--- src/hdl/mhsic_pkg.sv ---
package mhsic_pkg;

  localparam int SW = 20;               // scaled / result width
  localparam int PW = 38;               // shared multiplier product width (21 x 17)

  localparam logic signed [PW-1:0] SMAX = (PW'(1) <<< (SW - 1)) - PW'(1);
  localparam logic signed [PW-1:0] SMIN = -SMAX - PW'(1);

  localparam logic [1:0] REQ_CORRECT = 2'd0;
  localparam logic [1:0] REQ_START   = 2'd1;
  localparam logic [1:0] REQ_SAMPLE  = 2'd2;
  localparam logic [1:0] REQ_RAW     = 2'd3;

  localparam logic [2:0] ST_OK       = 3'd0;
  localparam logic [2:0] ST_DISABLED = 3'd1;
  localparam logic [2:0] ST_ABSORBED = 3'd2;
  localparam logic [2:0] ST_DONE     = 3'd3;
  localparam logic [2:0] ST_ZERO     = 3'd4;
  localparam logic [2:0] ST_IGNORED  = 3'd5;

  localparam logic [2:0] CFG_ENABLE = 3'd0;
  localparam logic [2:0] CFG_GAIN_X = 3'd1;
  localparam logic [2:0] CFG_GAIN_Y = 3'd2;
  localparam logic [2:0] CFG_GAIN_Z = 3'd3;
  localparam logic [2:0] CFG_RANGE  = 3'd4;
  localparam logic [2:0] CFG_COUNT  = 3'd5;

  localparam logic [15:0] UNITY_Q14 = 16'd16384;

  typedef struct packed {
    logic [1:0]         req_type;
    logic signed [15:0] mag_x;
    logic signed [15:0] mag_y;
    logic signed [15:0] mag_z;
  } in_t;

  typedef struct packed {
    logic [2:0]           status;
    logic signed [SW-1:0] out_x;
    logic signed [SW-1:0] out_y;
    logic signed [SW-1:0] out_z;
    logic                 calibrated;
  } out_t;

  // Clamp a wide signed value to the scaled range.
  function automatic logic signed [SW-1:0] sat_sw(input logic signed [PW-1:0] v);
    logic signed [SW-1:0] r;
    if (v > SMAX) begin
      r = SMAX[SW-1:0];
    end else if (v < SMIN) begin
      r = SMIN[SW-1:0];
    end else begin
      r = v[SW-1:0];
    end
    return r;
  endfunction

endpackage

--- src/hdl/mhsic_div.sv ---
module mhsic_div
  import mhsic_pkg::*;
(
  input  logic          clk,
  input  logic          rst_n,
  input  logic          start,
  input  logic [SW:0]   sum,
  input  logic [SW-2:0] dlt,
  output logic          busy,
  output logic          done,
  output logic [15:0]   quot
);

  logic          busy_r, busy_nxt;
  logic          done_r, done_nxt;
  logic [4:0]    cnt_r, cnt_nxt;
  logic [SW:0]   rem_r, rem_nxt;
  logic [SW:0]   den_r, den_nxt;
  logic [15:0]   lo_r, lo_nxt;
  logic [15:0]   q_r, q_nxt;
  logic [SW+2:0] dlt12;
  logic [SW+1:0] trial;
  logic          ge;

  // Quotient of (sum << 14) / (3 * dlt), saturated to 16 bits.
  assign dlt12 = {2'b00, dlt, 2'b00} + {1'b0, dlt, 3'b000};
  assign trial = {rem_r, lo_r[15]};
  assign ge    = trial >= {1'b0, den_r};

  always_comb begin
    busy_nxt = busy_r;
    done_nxt = 1'b0;
    cnt_nxt  = cnt_r;
    rem_nxt  = rem_r;
    den_nxt  = den_r;
    lo_nxt   = lo_r;
    q_nxt    = q_r;
    if (start) begin
      if ({2'b00, sum} >= dlt12) begin
        q_nxt    = 16'hFFFF;
        done_nxt = 1'b1;
      end else begin
        rem_nxt  = {2'b00, sum[SW:2]};
        den_nxt  = {2'b00, dlt} + {1'b0, dlt, 1'b0};
        lo_nxt   = {sum[1:0], 14'd0};
        cnt_nxt  = 5'd16;
        busy_nxt = 1'b1;
      end
    end else if (busy_r) begin
      rem_nxt = ge ? (SW+1)'(trial - {1'b0, den_r}) : trial[SW:0];
      q_nxt   = {q_r[14:0], ge};
      lo_nxt  = {lo_r[14:0], 1'b0};
      cnt_nxt = cnt_r - 5'd1;
      if (cnt_r == 5'd1) begin
        busy_nxt = 1'b0;
        done_nxt = 1'b1;
      end
    end
  end

  always_ff @(posedge clk) begin
    if (!rst_n) begin
      busy_r <= 1'b0;
      done_r <= 1'b0;
      cnt_r  <= '0;
    end else begin
      busy_r <= busy_nxt;
      done_r <= done_nxt;
      cnt_r  <= cnt_nxt;
    end
    rem_r <= rem_nxt;
    den_r <= den_nxt;
    lo_r  <= lo_nxt;
    q_r   <= q_nxt;
  end

  assign busy = busy_r;
  assign done = done_r;
  assign quot = q_r;

endmodule

--- src/hdl/mag_hard_soft_iron_calibrate.sv ---
// Magnetometer hard/soft-iron calibration and correction.
// Input channel (in_valid/in_ready/in_data) takes one request transaction:
// correct, start calibration, calibration sample or raw scaled sample.
// Output channel (out_valid/out_ready/out_data) returns exactly one result
// transaction per request. Configuration (cfg_we/cfg_index/cfg_wdata) is a
// plain write port that the user must use only while the block is idle; the
// block does not enforce this. One item at a time: in_ready is high only in
// the idle state. Each axis is scaled by one shared 21x17 multiplier. The
// sample that ends a run adds offset/span setup and up to three quotients
// in the 16-step iterative divider.
// The result sits in an output register; while the receiver stalls the block
// still accepts the next request and holds it before emission until the
// register frees. Reset (synchronous, active low) restores register
// defaults, unity scales, zero offsets and clears the calibration flags.
module mag_hard_soft_iron_calibrate
  import mhsic_pkg::*;
(
  input  logic        clk,
  input  logic        rst_n,
  input  logic        in_valid,
  output logic        in_ready,
  input  in_t         in_data,
  output logic        out_valid,
  input  logic        out_ready,
  output out_t        out_data,
  input  logic        cfg_we,
  input  logic [2:0]  cfg_index,
  input  logic [18:0] cfg_wdata
);

  localparam logic [3:0] S_IDLE = 4'd0;
  localparam logic [3:0] S_MUL  = 4'd1;
  localparam logic [3:0] S_SAT  = 4'd2;
  localparam logic [3:0] S_DISP = 4'd3;
  localparam logic [3:0] S_CMUL = 4'd4;
  localparam logic [3:0] S_CSAT = 4'd5;
  localparam logic [3:0] S_FIN  = 4'd6;
  localparam logic [3:0] S_SUM  = 4'd7;
  localparam logic [3:0] S_DIVS = 4'd8;
  localparam logic [3:0] S_DIVW = 4'd9;
  localparam logic [3:0] S_EMIT = 4'd10;

  // configuration
  logic        enable_r;
  logic [15:0] gain_r [3];
  logic [18:0] range_r;
  logic [15:0] count_r;

  // calibration state
  logic signed [SW-1:0] max_r [3];
  logic signed [SW-1:0] min_r [3];
  logic signed [SW-1:0] off_r [3];
  logic [15:0]          scale_r [3];
  logic [SW-2:0]        dlt_r [3];
  logic [SW:0]          sum_r;
  logic [15:0]          taken_r;
  logic                 active_r;
  logic                 cal_done_r;
  logic                 zero_r;

  // working state
  logic [3:0]           state_r;
  logic [1:0]           idx_r;
  logic [1:0]           req_r;
  logic signed [15:0]   raw_r [3];
  logic signed [SW-1:0] s_r [3];
  logic signed [PW-1:0] prod_r;
  logic [2:0]           status_r;
  logic signed [SW-1:0] res_x_r, res_y_r, res_z_r;
  logic                 out_valid_r;
  out_t                 out_data_r;

  logic signed [SW:0]   mul_a;
  logic signed [16:0]   mul_b;
  logic signed [SW-1:0] sat_val;
  logic signed [SW-1:0] neg_val;
  logic signed [SW-1:0] rng;
  logic [15:0]          taken_inc;
  logic                 slot_free;
  logic                 div_start, div_busy, div_done;
  logic [15:0]          div_quot;
  logic                 axis_zero;

  assign in_ready  = (state_r == S_IDLE);
  assign slot_free = !out_valid_r || out_ready;
  assign taken_inc = taken_r + 16'd1;
  // mag_range never exceeds the 20-bit positive limit, so no clamp binds
  assign rng       = {1'b0, range_r};

  // shared multiplier operands: gain scaling or offset/scale correction
  always_comb begin
    if (state_r == S_CMUL) begin
      mul_a = {s_r[idx_r][SW-1], s_r[idx_r]} - {off_r[idx_r][SW-1], off_r[idx_r]};
      mul_b = {1'b0, scale_r[idx_r]};
    end else begin
      mul_a = (SW+1)'(raw_r[idx_r]);
      mul_b = {1'b0, gain_r[idx_r]};
    end
  end

  assign sat_val   = (state_r == S_CSAT) ? sat_sw(prod_r >>> 14) : sat_sw(prod_r >>> 12);
  assign neg_val   = (sat_val == SMIN[SW-1:0]) ? SMAX[SW-1:0] : -sat_val;
  assign axis_zero = (dlt_r[idx_r] == '0);
  assign div_start = (state_r == S_DIVS) && !axis_zero;

  mhsic_div u_div (
    .clk   (clk),
    .rst_n (rst_n),
    .start (div_start),
    .sum   (sum_r),
    .dlt   (dlt_r[idx_r]),
    .busy  (div_busy),
    .done  (div_done),
    .quot  (div_quot)
  );

  always_ff @(posedge clk) begin
    if (!rst_n) begin
      enable_r    <= 1'b0;
      gain_r[0]   <= 16'd4096;
      gain_r[1]   <= 16'd4096;
      gain_r[2]   <= 16'd4096;
      range_r     <= 19'd524287;
      count_r     <= 16'd1000;
      for (int i = 0; i < 3; i++) begin
        max_r[i]   <= '0;
        min_r[i]   <= '0;
        off_r[i]   <= '0;
        scale_r[i] <= UNITY_Q14;
      end
      taken_r     <= '0;
      active_r    <= 1'b0;
      cal_done_r  <= 1'b0;
      zero_r      <= 1'b0;
      state_r     <= S_IDLE;
      idx_r       <= '0;
      out_valid_r <= 1'b0;
    end else begin
      if (cfg_we) begin
        unique case (cfg_index)
          CFG_ENABLE: enable_r  <= cfg_wdata[0];
          CFG_GAIN_X: gain_r[0] <= cfg_wdata[15:0];
          CFG_GAIN_Y: gain_r[1] <= cfg_wdata[15:0];
          CFG_GAIN_Z: gain_r[2] <= cfg_wdata[15:0];
          CFG_RANGE:  range_r   <= cfg_wdata;
          CFG_COUNT:  count_r   <= cfg_wdata[15:0];
          default: ;
        endcase
      end

      // raise the result on emission, drop it once taken
      if (state_r == S_EMIT && slot_free) begin
        out_valid_r <= 1'b1;
      end else if (out_ready) begin
        out_valid_r <= 1'b0;
      end

      unique case (state_r)
        S_IDLE: begin
          if (in_valid) begin
            req_r    <= in_data.req_type;
            raw_r[0] <= in_data.mag_x;
            raw_r[1] <= in_data.mag_y;
            raw_r[2] <= in_data.mag_z;
            idx_r    <= '0;
            if (!enable_r) begin
              status_r <= ST_DISABLED;
              res_x_r  <= '0;
              res_y_r  <= '0;
              res_z_r  <= '0;
              state_r  <= S_EMIT;
            end else begin
              state_r <= S_MUL;
            end
          end
        end
        S_MUL: begin
          prod_r  <= mul_a * mul_b;
          state_r <= S_SAT;
        end
        S_SAT: begin
          s_r[idx_r] <= sat_val;
          if (idx_r == 2'd2) begin
            idx_r   <= '0;
            state_r <= S_DISP;
          end else begin
            idx_r   <= idx_r + 2'd1;
            state_r <= S_MUL;
          end
        end
        S_DISP: begin
          res_x_r  <= s_r[0];
          res_y_r  <= s_r[1];
          res_z_r  <= s_r[2];
          status_r <= ST_OK;
          state_r  <= S_EMIT;
          case (req_r)
            REQ_CORRECT: begin
              state_r <= S_CMUL;
            end
            REQ_START: begin
              for (int i = 0; i < 3; i++) begin
                max_r[i] <= -rng;
                min_r[i] <= rng;
              end
              taken_r  <= '0;
              active_r <= 1'b1;
              res_x_r  <= '0;
              res_y_r  <= '0;
              res_z_r  <= '0;
            end
            REQ_SAMPLE: begin
              if (!active_r) begin
                status_r <= ST_IGNORED;
                res_x_r  <= '0;
                res_y_r  <= '0;
                res_z_r  <= '0;
              end else begin
                for (int i = 0; i < 3; i++) begin
                  if (s_r[i] > max_r[i]) max_r[i] <= s_r[i];
                  if (s_r[i] < min_r[i]) min_r[i] <= s_r[i];
                end
                taken_r  <= taken_inc;
                status_r <= ST_ABSORBED;
                if (taken_inc >= count_r) begin
                  state_r <= S_FIN;
                end
              end
            end
            default: ;
          endcase
        end
        S_CMUL: begin
          prod_r  <= mul_a * mul_b;
          state_r <= S_CSAT;
        end
        S_CSAT: begin
          s_r[idx_r] <= sat_val;
          if (idx_r == 2'd2) begin
            // swap x and y, negate z
            res_x_r <= s_r[1];
            res_y_r <= s_r[0];
            res_z_r <= neg_val;
            state_r <= S_EMIT;
          end else begin
            idx_r   <= idx_r + 2'd1;
            state_r <= S_CMUL;
          end
        end
        S_FIN: begin
          for (int i = 0; i < 3; i++) begin
            logic signed [SW:0] sm;
            logic signed [SW:0] df;
            sm = {max_r[i][SW-1], max_r[i]} + {min_r[i][SW-1], min_r[i]};
            df = {max_r[i][SW-1], max_r[i]} - {min_r[i][SW-1], min_r[i]};
            off_r[i] <= sm[SW:1];
            dlt_r[i] <= df[SW] ? '0 : df[SW-1:1];
          end
          state_r <= S_SUM;
        end
        S_SUM: begin
          sum_r   <= {2'b00, dlt_r[0]} + {2'b00, dlt_r[1]} + {2'b00, dlt_r[2]};
          zero_r  <= 1'b0;
          idx_r   <= '0;
          state_r <= S_DIVS;
        end
        S_DIVS, S_DIVW: begin
          if ((state_r == S_DIVS && axis_zero) || (state_r == S_DIVW && div_done)) begin
            scale_r[idx_r] <= axis_zero ? UNITY_Q14 : div_quot;
            zero_r         <= zero_r | axis_zero;
            if (idx_r == 2'd2) begin
              active_r   <= 1'b0;
              cal_done_r <= 1'b1;
              status_r   <= (zero_r || axis_zero) ? ST_ZERO : ST_DONE;
              state_r    <= S_EMIT;
            end else begin
              idx_r   <= idx_r + 2'd1;
              state_r <= S_DIVS;
            end
          end else begin
            state_r <= S_DIVW;
          end
        end
        S_EMIT: begin
          // hold until the output register frees
          if (slot_free) begin
            state_r <= S_IDLE;
          end
        end
        default: state_r <= S_IDLE;
      endcase
    end
    if (state_r == S_EMIT && slot_free) begin
      out_data_r.status     <= status_r;
      out_data_r.out_x      <= res_x_r;
      out_data_r.out_y      <= res_y_r;
      out_data_r.out_z      <= res_z_r;
      out_data_r.calibrated <= cal_done_r;
    end
  end

  assign out_valid = out_valid_r;
  assign out_data  = out_data_r;

`ifndef SYNTH
  a_busy_after_accept: assert property (@(posedge clk) disable iff (!rst_n)
    in_valid && in_ready |=> state_r != S_IDLE)
    else $error("block idle right after accepting a request");

  a_div_start_free: assert property (@(posedge clk) disable iff (!rst_n)
    div_start |-> !div_busy)
    else $error("divider started while busy");

  a_cal_done_sticky: assert property (@(posedge clk) disable iff (!rst_n)
    $past(rst_n) |-> !$fell(cal_done_r))
    else $error("calibration flag cleared outside reset");
`endif

endmodule
--- config.mk ---
export PLATFORM = sky130hd
export DESIGN_NAME = mag_hard_soft_iron_calibrate
export DESIGN_NICKNAME = d
export VERILOG_FILES = /design/src/hdl/mhsic_pkg.sv /design/src/hdl/mhsic_div.sv /design/src/hdl/mag_hard_soft_iron_calibrate.sv
export SDC_FILE = /design/constraint.sdc
export NUM_CORES = 2
export LEC_CHECK = 0
export BUFFER_PORTS_ARGS = -buffer_cell sky130_fd_sc_hd__buf_2
export CORE_MARGIN = 4
export CORE_UTILIZATION = 58
export DETAILED_ROUTE_END_ITERATION = 7
export HOLD_SLACK_MARGIN = 0.05
export PLACE_DENSITY = 0.79
export SYNTH_ARGS = -nofsm -noshare
export SYNTH_HDL_FRONTEND = slang
export SYNTH_SLANG_ARGS = --single-unit
--- constraint.sdc ---
create_clock -name clk -period 11.75 [get_ports clk]
set_input_delay 1.7625 -clock clk [delete_from_list [all_inputs] [get_ports clk]]
set_output_delay 1.7625 -clock clk [all_outputs]
set_load 0.01 [all_outputs]
== Yosys cells after proc, flatten, opt, wreduce, memory -nomap -nowiden ==
Memories as Yosys holds them, arrays and structs flattened. A register that Yosys moved wholly into a read port is not among the register bits.
Index checks and enable logic that the tools add are counted.
Storage, ports and cells
  RAM bits: 441
  memories kept: 8
  flip-flop bits (word level): 331
  output and inout port bits: 66
Memory list
  max_r: words 3, width 20, rd ports 3, clocked after Yosys merged registers in 0, wr ports 3, line mag_hard_soft_iron_calibrate.sv:50  | logic signed [SW-1:0] max_r [3];
  min_r: words 3, width 20, rd ports 3, clocked after Yosys merged registers in 0, wr ports 3, line mag_hard_soft_iron_calibrate.sv:51  | logic signed [SW-1:0] min_r [3];
  off_r: words 3, width 20, rd ports 1, clocked after Yosys merged registers in 1, wr ports 3, line mag_hard_soft_iron_calibrate.sv:52  | logic signed [SW-1:0] off_r [3];
  s_r: words 3, width 20, rd ports 4, clocked after Yosys merged registers in 1, wr ports 1, line mag_hard_soft_iron_calibrate.sv:66  | logic signed [SW-1:0] s_r [3];
  dlt_r: words 3, width 19, rd ports 4, clocked after Yosys merged registers in 1, wr ports 3, line mag_hard_soft_iron_calibrate.sv:54  | logic [SW-2:0] dlt_r [3];
  gain_r: words 3, width 16, rd ports 1, clocked after Yosys merged registers in 1, wr ports 3, line mag_hard_soft_iron_calibrate.sv:45  | logic [15:0] gain_r [3];
  2 more memories
Operators by class
  eq/ne operators: 30
  magnitude comparators: 13
  mux-type cells: 185
  bitwise logic cells: 21
  reductions and logical operators: 41
  add/sub/neg operators: 17
  $mul: 1
Operators with widths (count)
  $mux W20: 30
  $mux W16: 13
  $pmux W20 S3: 3
  $pmux W20 S2: 3
  $mux W21: 5
  $mux W1: 85
  $sub A20 B20 Y21: 4
  $add A20 B20 Y21: 3
  $gt A20 B20 Y1: 3
  $lt A20 B20 Y1: 3
  $mux W19: 3
  $pmux W4 S10: 1
  $mul A21 B17 Y38: 1
  $mux W2: 19
  $pmux W16 S2: 1
  $mux W4: 7
  $gt A26 B20 Y1 const B: 1
  $lt A26 B20 Y1 const B: 1
  $gt A24 B20 Y1 const B: 1
  $lt A24 B20 Y1 const B: 1
  $add A21 B22 Y23: 1
  $ge A21 B23 Y1: 1
  $ge A22 B21 Y1: 1
  $add A19 B20 Y21: 1
  47 further kinds: 116

== Logic depth before layout (Yosys ltp) ==
  word-level depth: 9
  gate-level depth with buffers: 42
  depth with buffers taken out: 37

== By module ==
Synthesis repeated with hierarchy kept, for this count alone.
Unflattened totals
  cell total of the unflattened synthesis: 5637
  area, all modules: 58023.1 um^2
Modules (own cells, without submodules)
  mag_hard_soft_iron_calibrate: area an instance 52820.7 um^2, cells each 5098, seq. area each 20890.0 um^2, times used 1
  mhsic_div: area an instance 5202.5 um^2, cells each 539, seq. area each 1941.9 um^2, times used 1

== Least setup slack after synthesis ==
No wires, ideal clock.
  kind: input-to-reg
  start point: in rst_n
  end point: reg res_x_r[0], enable pin
  arrival: 11512 ps
  slack: -561 ps
  cell stages on the path: 3
  cell sequence: clkbuf_1 -> o21ai_0 -> a2111oi_0
Between the ends
  word-level cells in the longest chain between the ends: 1
RTL lines
  from (decl): line mag_hard_soft_iron_calibrate.sv:19  | input logic rst_n,
  $reduce_and A5 Y1 (no source line)
  to (signal assigned): line mag_hard_soft_iron_calibrate.sv:192  | res_x_r <= s_r[0];
  to (signal assigned): line mag_hard_soft_iron_calibrate.sv:241  | res_x_r <= s_r[1];
  to (decl): line mag_hard_soft_iron_calibrate.sv:69  | logic signed [SW-1:0] res_x_r, res_y_r, res_z_r;
Every way passes these cells.
A chain may end at the register's enable or synchronous reset.

==> results <==
- The first-pass GRT wire length is 253.2 mm.
- The endpoint of the lowest-slack register-to-register path is prod_r[37].
- The die is 323.1 um tall.
- Sorting the synthesized cells by how often they occur yields sky130_fd_sc_hd__inv_1, sky130_fd_sc_hd__edfxtp_1, sky130_fd_sc_hd__nand2_1.
- The placer's final routability congestion estimate is 1.054.
- The number of non-filler instances in the completed layout is 7059.
- After clock tree synthesis, the repair step resized 0 gates.
- The smallest hold slack is 0.4129 ns.
- The final number of max-transition violations came to 0.
- After synthesis the cells add up to 57590 sq um.
- In this run the worst hold path is classified as reg2reg.
- For this run, the slowest stage of the critical path takes 0.79 ns.
- Before CTS, the worst setup slack after placement is 1.510 ns.
- The startpoint type of the worst setup path is a register.
- The run finished with clean final reports.
- The worst path uses 88.35% of the clock period.
- Averaged over all synthesized cells, the footprint is 10.27 sq um.
- The via count of the first global-routing pass came to 42.68k.
- Counting flops with a built-in enable in the synthesized netlist gives 713.
- The post-layout worst setup margin is 1.368 ns.
- At the worst endpoint, the arrival time is 10.80 ns.
- The ratio of routed vias to standard cells is 6.124.
- The global-route total usage across every layer is 32.16%.
- The worst pin sits at a relative slew slack of 21.83%.
- The initial utilization of the core area, before any placement, comes to 58.51%.
- The proportion of register bits with asynchronous set or reset after synthesis is 0%.
- The critical path class is reg2reg.
- The capture point of the critical path is prod_r[37].
- The total count of hold-check failures in the final report is 0.
- The routed design could run at a clock period as short as 10.38 ns.
- The initial antenna violation count came to 5.
- The most common flop cell mapped by yosys is sky130_fd_sc_hd__edfxtp_1.
- Counting every sink on the clock net gives 784.
- After synthesis, flip-flops and latches occupy 39.65% of the total area.
- Setup repair after global routing left no endpoint under its margin.
- The total wirelength of the detailed-routed design is 168.4 mm.
- Relative to the synthesized area, the layout overhead comes to 8.593%.
- The total CTS buffers is 87.
- The cell at the slowest stage of the critical path is sky130_fd_sc_hd__dfxtp_4.
- In this design, the critical path's most frequently occurring cell is sky130_fd_sc_hd__fa_1.
- The number of placed instances, taps included is 6895.
- The root buffer cell chosen for the clock tree is sky130_fd_sc_hd__clkbuf_16.
- The cell row count is 115.
- Across the routed clock network, the largest skew measured is 0.04553 ns.
- The DRC violation total after the first TritonRoute iteration is 5006.
- Synthesis produced a netlist with a net count of 6503.
- The die covers 104400 sq um.
- The pin count of the biggest net entering global routing is 82.
- The count of antenna-violating nets left after detailed routing is 0.
- The share of final-layout standard cells stronger than drive strength 1 is 8.215%.
- The maximum level of the CTS H-tree is 3.
- The count of buffers added on input and output ports is 142.
- Based on the critical path, the design can be clocked at up to 0.09632 GHz.
- The post-synthesis sequential element count is 784.
- The Yosys step of the flow raised 0 warnings.
- The CTS clock-pin slew for the worst setup and hold paths is 0.06 ns.
- Buffers added to address setup during post-CTS repair amount to 0.
- The number of cells traversed by the worst register-to-register path is 33.
- The count of unique library cells instantiated by Yosys is 97.
- The detailed-route DRC error count is 0.
- The total via count after detailed routing is 43.23k.
- The maximum net fanout on the critical path is 60.
- The die outline width is 323.1 um.
- For the final routed database, the setup TNS stands at 0 ns.
- The pin slew with the least headroom to its limit is 1.171 ns.
- Setup slack on the worst reg-to-reg path comes out at 1.37 ns.
- The CTS tree is yes.
- The boundary pin count is 143.
- Hold repair after CTS inserted 0 buffers.
- The maximum number of buffers from clock root to sink is 3.
- The total grt overflow is 0.
- The source-to-sink clock delay at the later pin of the worst-skew pair is 0.70 ns.
- Synthesis produced a netlist whose cell count is 5609.
- The proportion of netlist area held by the largest area contributor is 37.18%.
- The first TritonRoute pass finished after 8 iterations.
- Ranked by total cell area, the synthesized netlist is headed by sky130_fd_sc_hd__edfxtp_1, sky130_fd_sc_hd__fa_1, sky130_fd_sc_hd__ha_1.
- The final layout contains 6591 nets.
- The core box area is 98420 sq um.
- The HPWL after detailed placement is 127.3 mm.
- The total setup violations reported at the end of the flow is 0.
- sky130_fd_sc_hd__edfxtp_1 takes more of the synthesized area than any other cell.
- The most common cell in the synthesized netlist is sky130_fd_sc_hd__inv_1.
- The category of the worst setup path capture point is a register.
- The required time reported for the critical path endpoint is 12.17 ns.
- Max-cap violations in this run came to 0.
- In the final routed layout, each cell accounts on average for 23.85 um.
-- per-stage QoR --
stage               util, %  area [sq um]
floorplan                 -         57590
global placement      60.68         59720
detailed placement    60.68         59720
CTS                   63.54         62530
global route          63.54         62530
finish                63.54         62540
-- worst max-delay path: cells and delay by family, from the launching register on --
| family | cells | cell delay, ns |
|---|---|---|
| flip-flops | 1 | 0.79 |
| buffers and inverters | 5 | 0.47 |
| AO/OA/AOI/OAI | 14 | 3.21 |
| adder cells (fa/ha/maj) | 9 | 4.23 |
| AND/OR/NAND/NOR | 3 | 0.86 |
| XOR/XNOR | 1 | 0.10 |
| multiplexers | 1 | 0.42 |
-- cell type report --
class / instances / area (sq um)
Multi-Input combinational cell: 3817 / 31020
Sequential cell: 784 / 22840
Antenna cell: 2 / 5.005
Timing Repair Buffer: 220 / 1296
Tap cell: 1287 / 1610
Clock inverter: 53 / 509.2
Clock buffer: 109 / 2301
Fill cell: 7757 / 35880
Inverter: 787 / 2954
-- layer usage --
metal | routed length [um] | share of wire (%) | track usage (%)
met5 | 13 | 0.0077 | 0
met1 | 62720 | 37 | 40.22
met3 | 16540 | 9.8 | 7.558
met4 | 12170 | 7.2 | 19.07
met2 | 76920 | 46 | 51.33
-- cells in the final DEF, fill, tap and decap left out, types with 39 or more instances in the layout --
cell / instances
sky130_fd_sc_hd__a211oi_1: 39
sky130_fd_sc_hd__a21o_1: 102
sky130_fd_sc_hd__a21oi_1: 279
sky130_fd_sc_hd__a22o_1: 68
sky130_fd_sc_hd__and2_1: 107
sky130_fd_sc_hd__buf_2: 142
sky130_fd_sc_hd__buf_4: 78
sky130_fd_sc_hd__clkbuf_16: 88
sky130_fd_sc_hd__dfxtp_1: 69
sky130_fd_sc_hd__edfxtp_1: 713
sky130_fd_sc_hd__fa_1: 356
sky130_fd_sc_hd__ha_1: 461
sky130_fd_sc_hd__inv_1: 786
sky130_fd_sc_hd__mux2i_1: 89
sky130_fd_sc_hd__nand2_1: 529
sky130_fd_sc_hd__nand2b_1: 62
sky130_fd_sc_hd__nand3_1: 107
sky130_fd_sc_hd__nor2_1: 420
sky130_fd_sc_hd__nor3_1: 101
sky130_fd_sc_hd__o21a_1: 79
sky130_fd_sc_hd__o21ai_0: 269
sky130_fd_sc_hd__or3_1: 41
sky130_fd_sc_hd__xnor2_1: 138
sky130_fd_sc_hd__xor2_1: 66
-- registers in the layout, indices dropped and copies added, names as in the netlist, 21 cells and up, named ones only --
name / count
s_r: 80
out_data: 64
scale_r: 64
max_r: 60
min_r: 60
off_r: 60
dlt_r: 57
gain_r: 48
raw_r: 48
prod_r: 26
sum_r: 21
u_div.den_r: 21
u_div.rem_r: 21
-- worst min-delay path by stage --
stage / start / to / cells past startpoint
2_1_floorplan: res_z_r[9] / out_data[10] / 0
3_3_place_gp: res_x_r[12] / out_data[53] / 0
3_5_place_dp: res_z_r[15] / out_data[16] / 0
4_1_cts: res_z_r[15] / out_data[16] / 0
5_1_grt: res_z_r[17] / out_data[18] / 0
6_report: res_z_r[15] / out_data[16] / 0
-- cells by family (layout without fill, tap and decap cells) --
group | Yosys count | in the layout | synth area share [%]
fa+ha+maj | 822 | 822 | 22.48
mux | 143 | 143 | 3.307
simple gates | 1567 | 1567 | 12.81
flops | 784 | 784 | 39.65
buf+inv | 1008 | 1169 | 6.653
xor+xnor | 204 | 204 | 3.103
other cells | 0 | 2 | 0
compound gates | 1081 | 1081 | 12.00
Power is not shown: default switching activity piles up to over one toggle a cycle in this logic, so the estimate is an artifact.
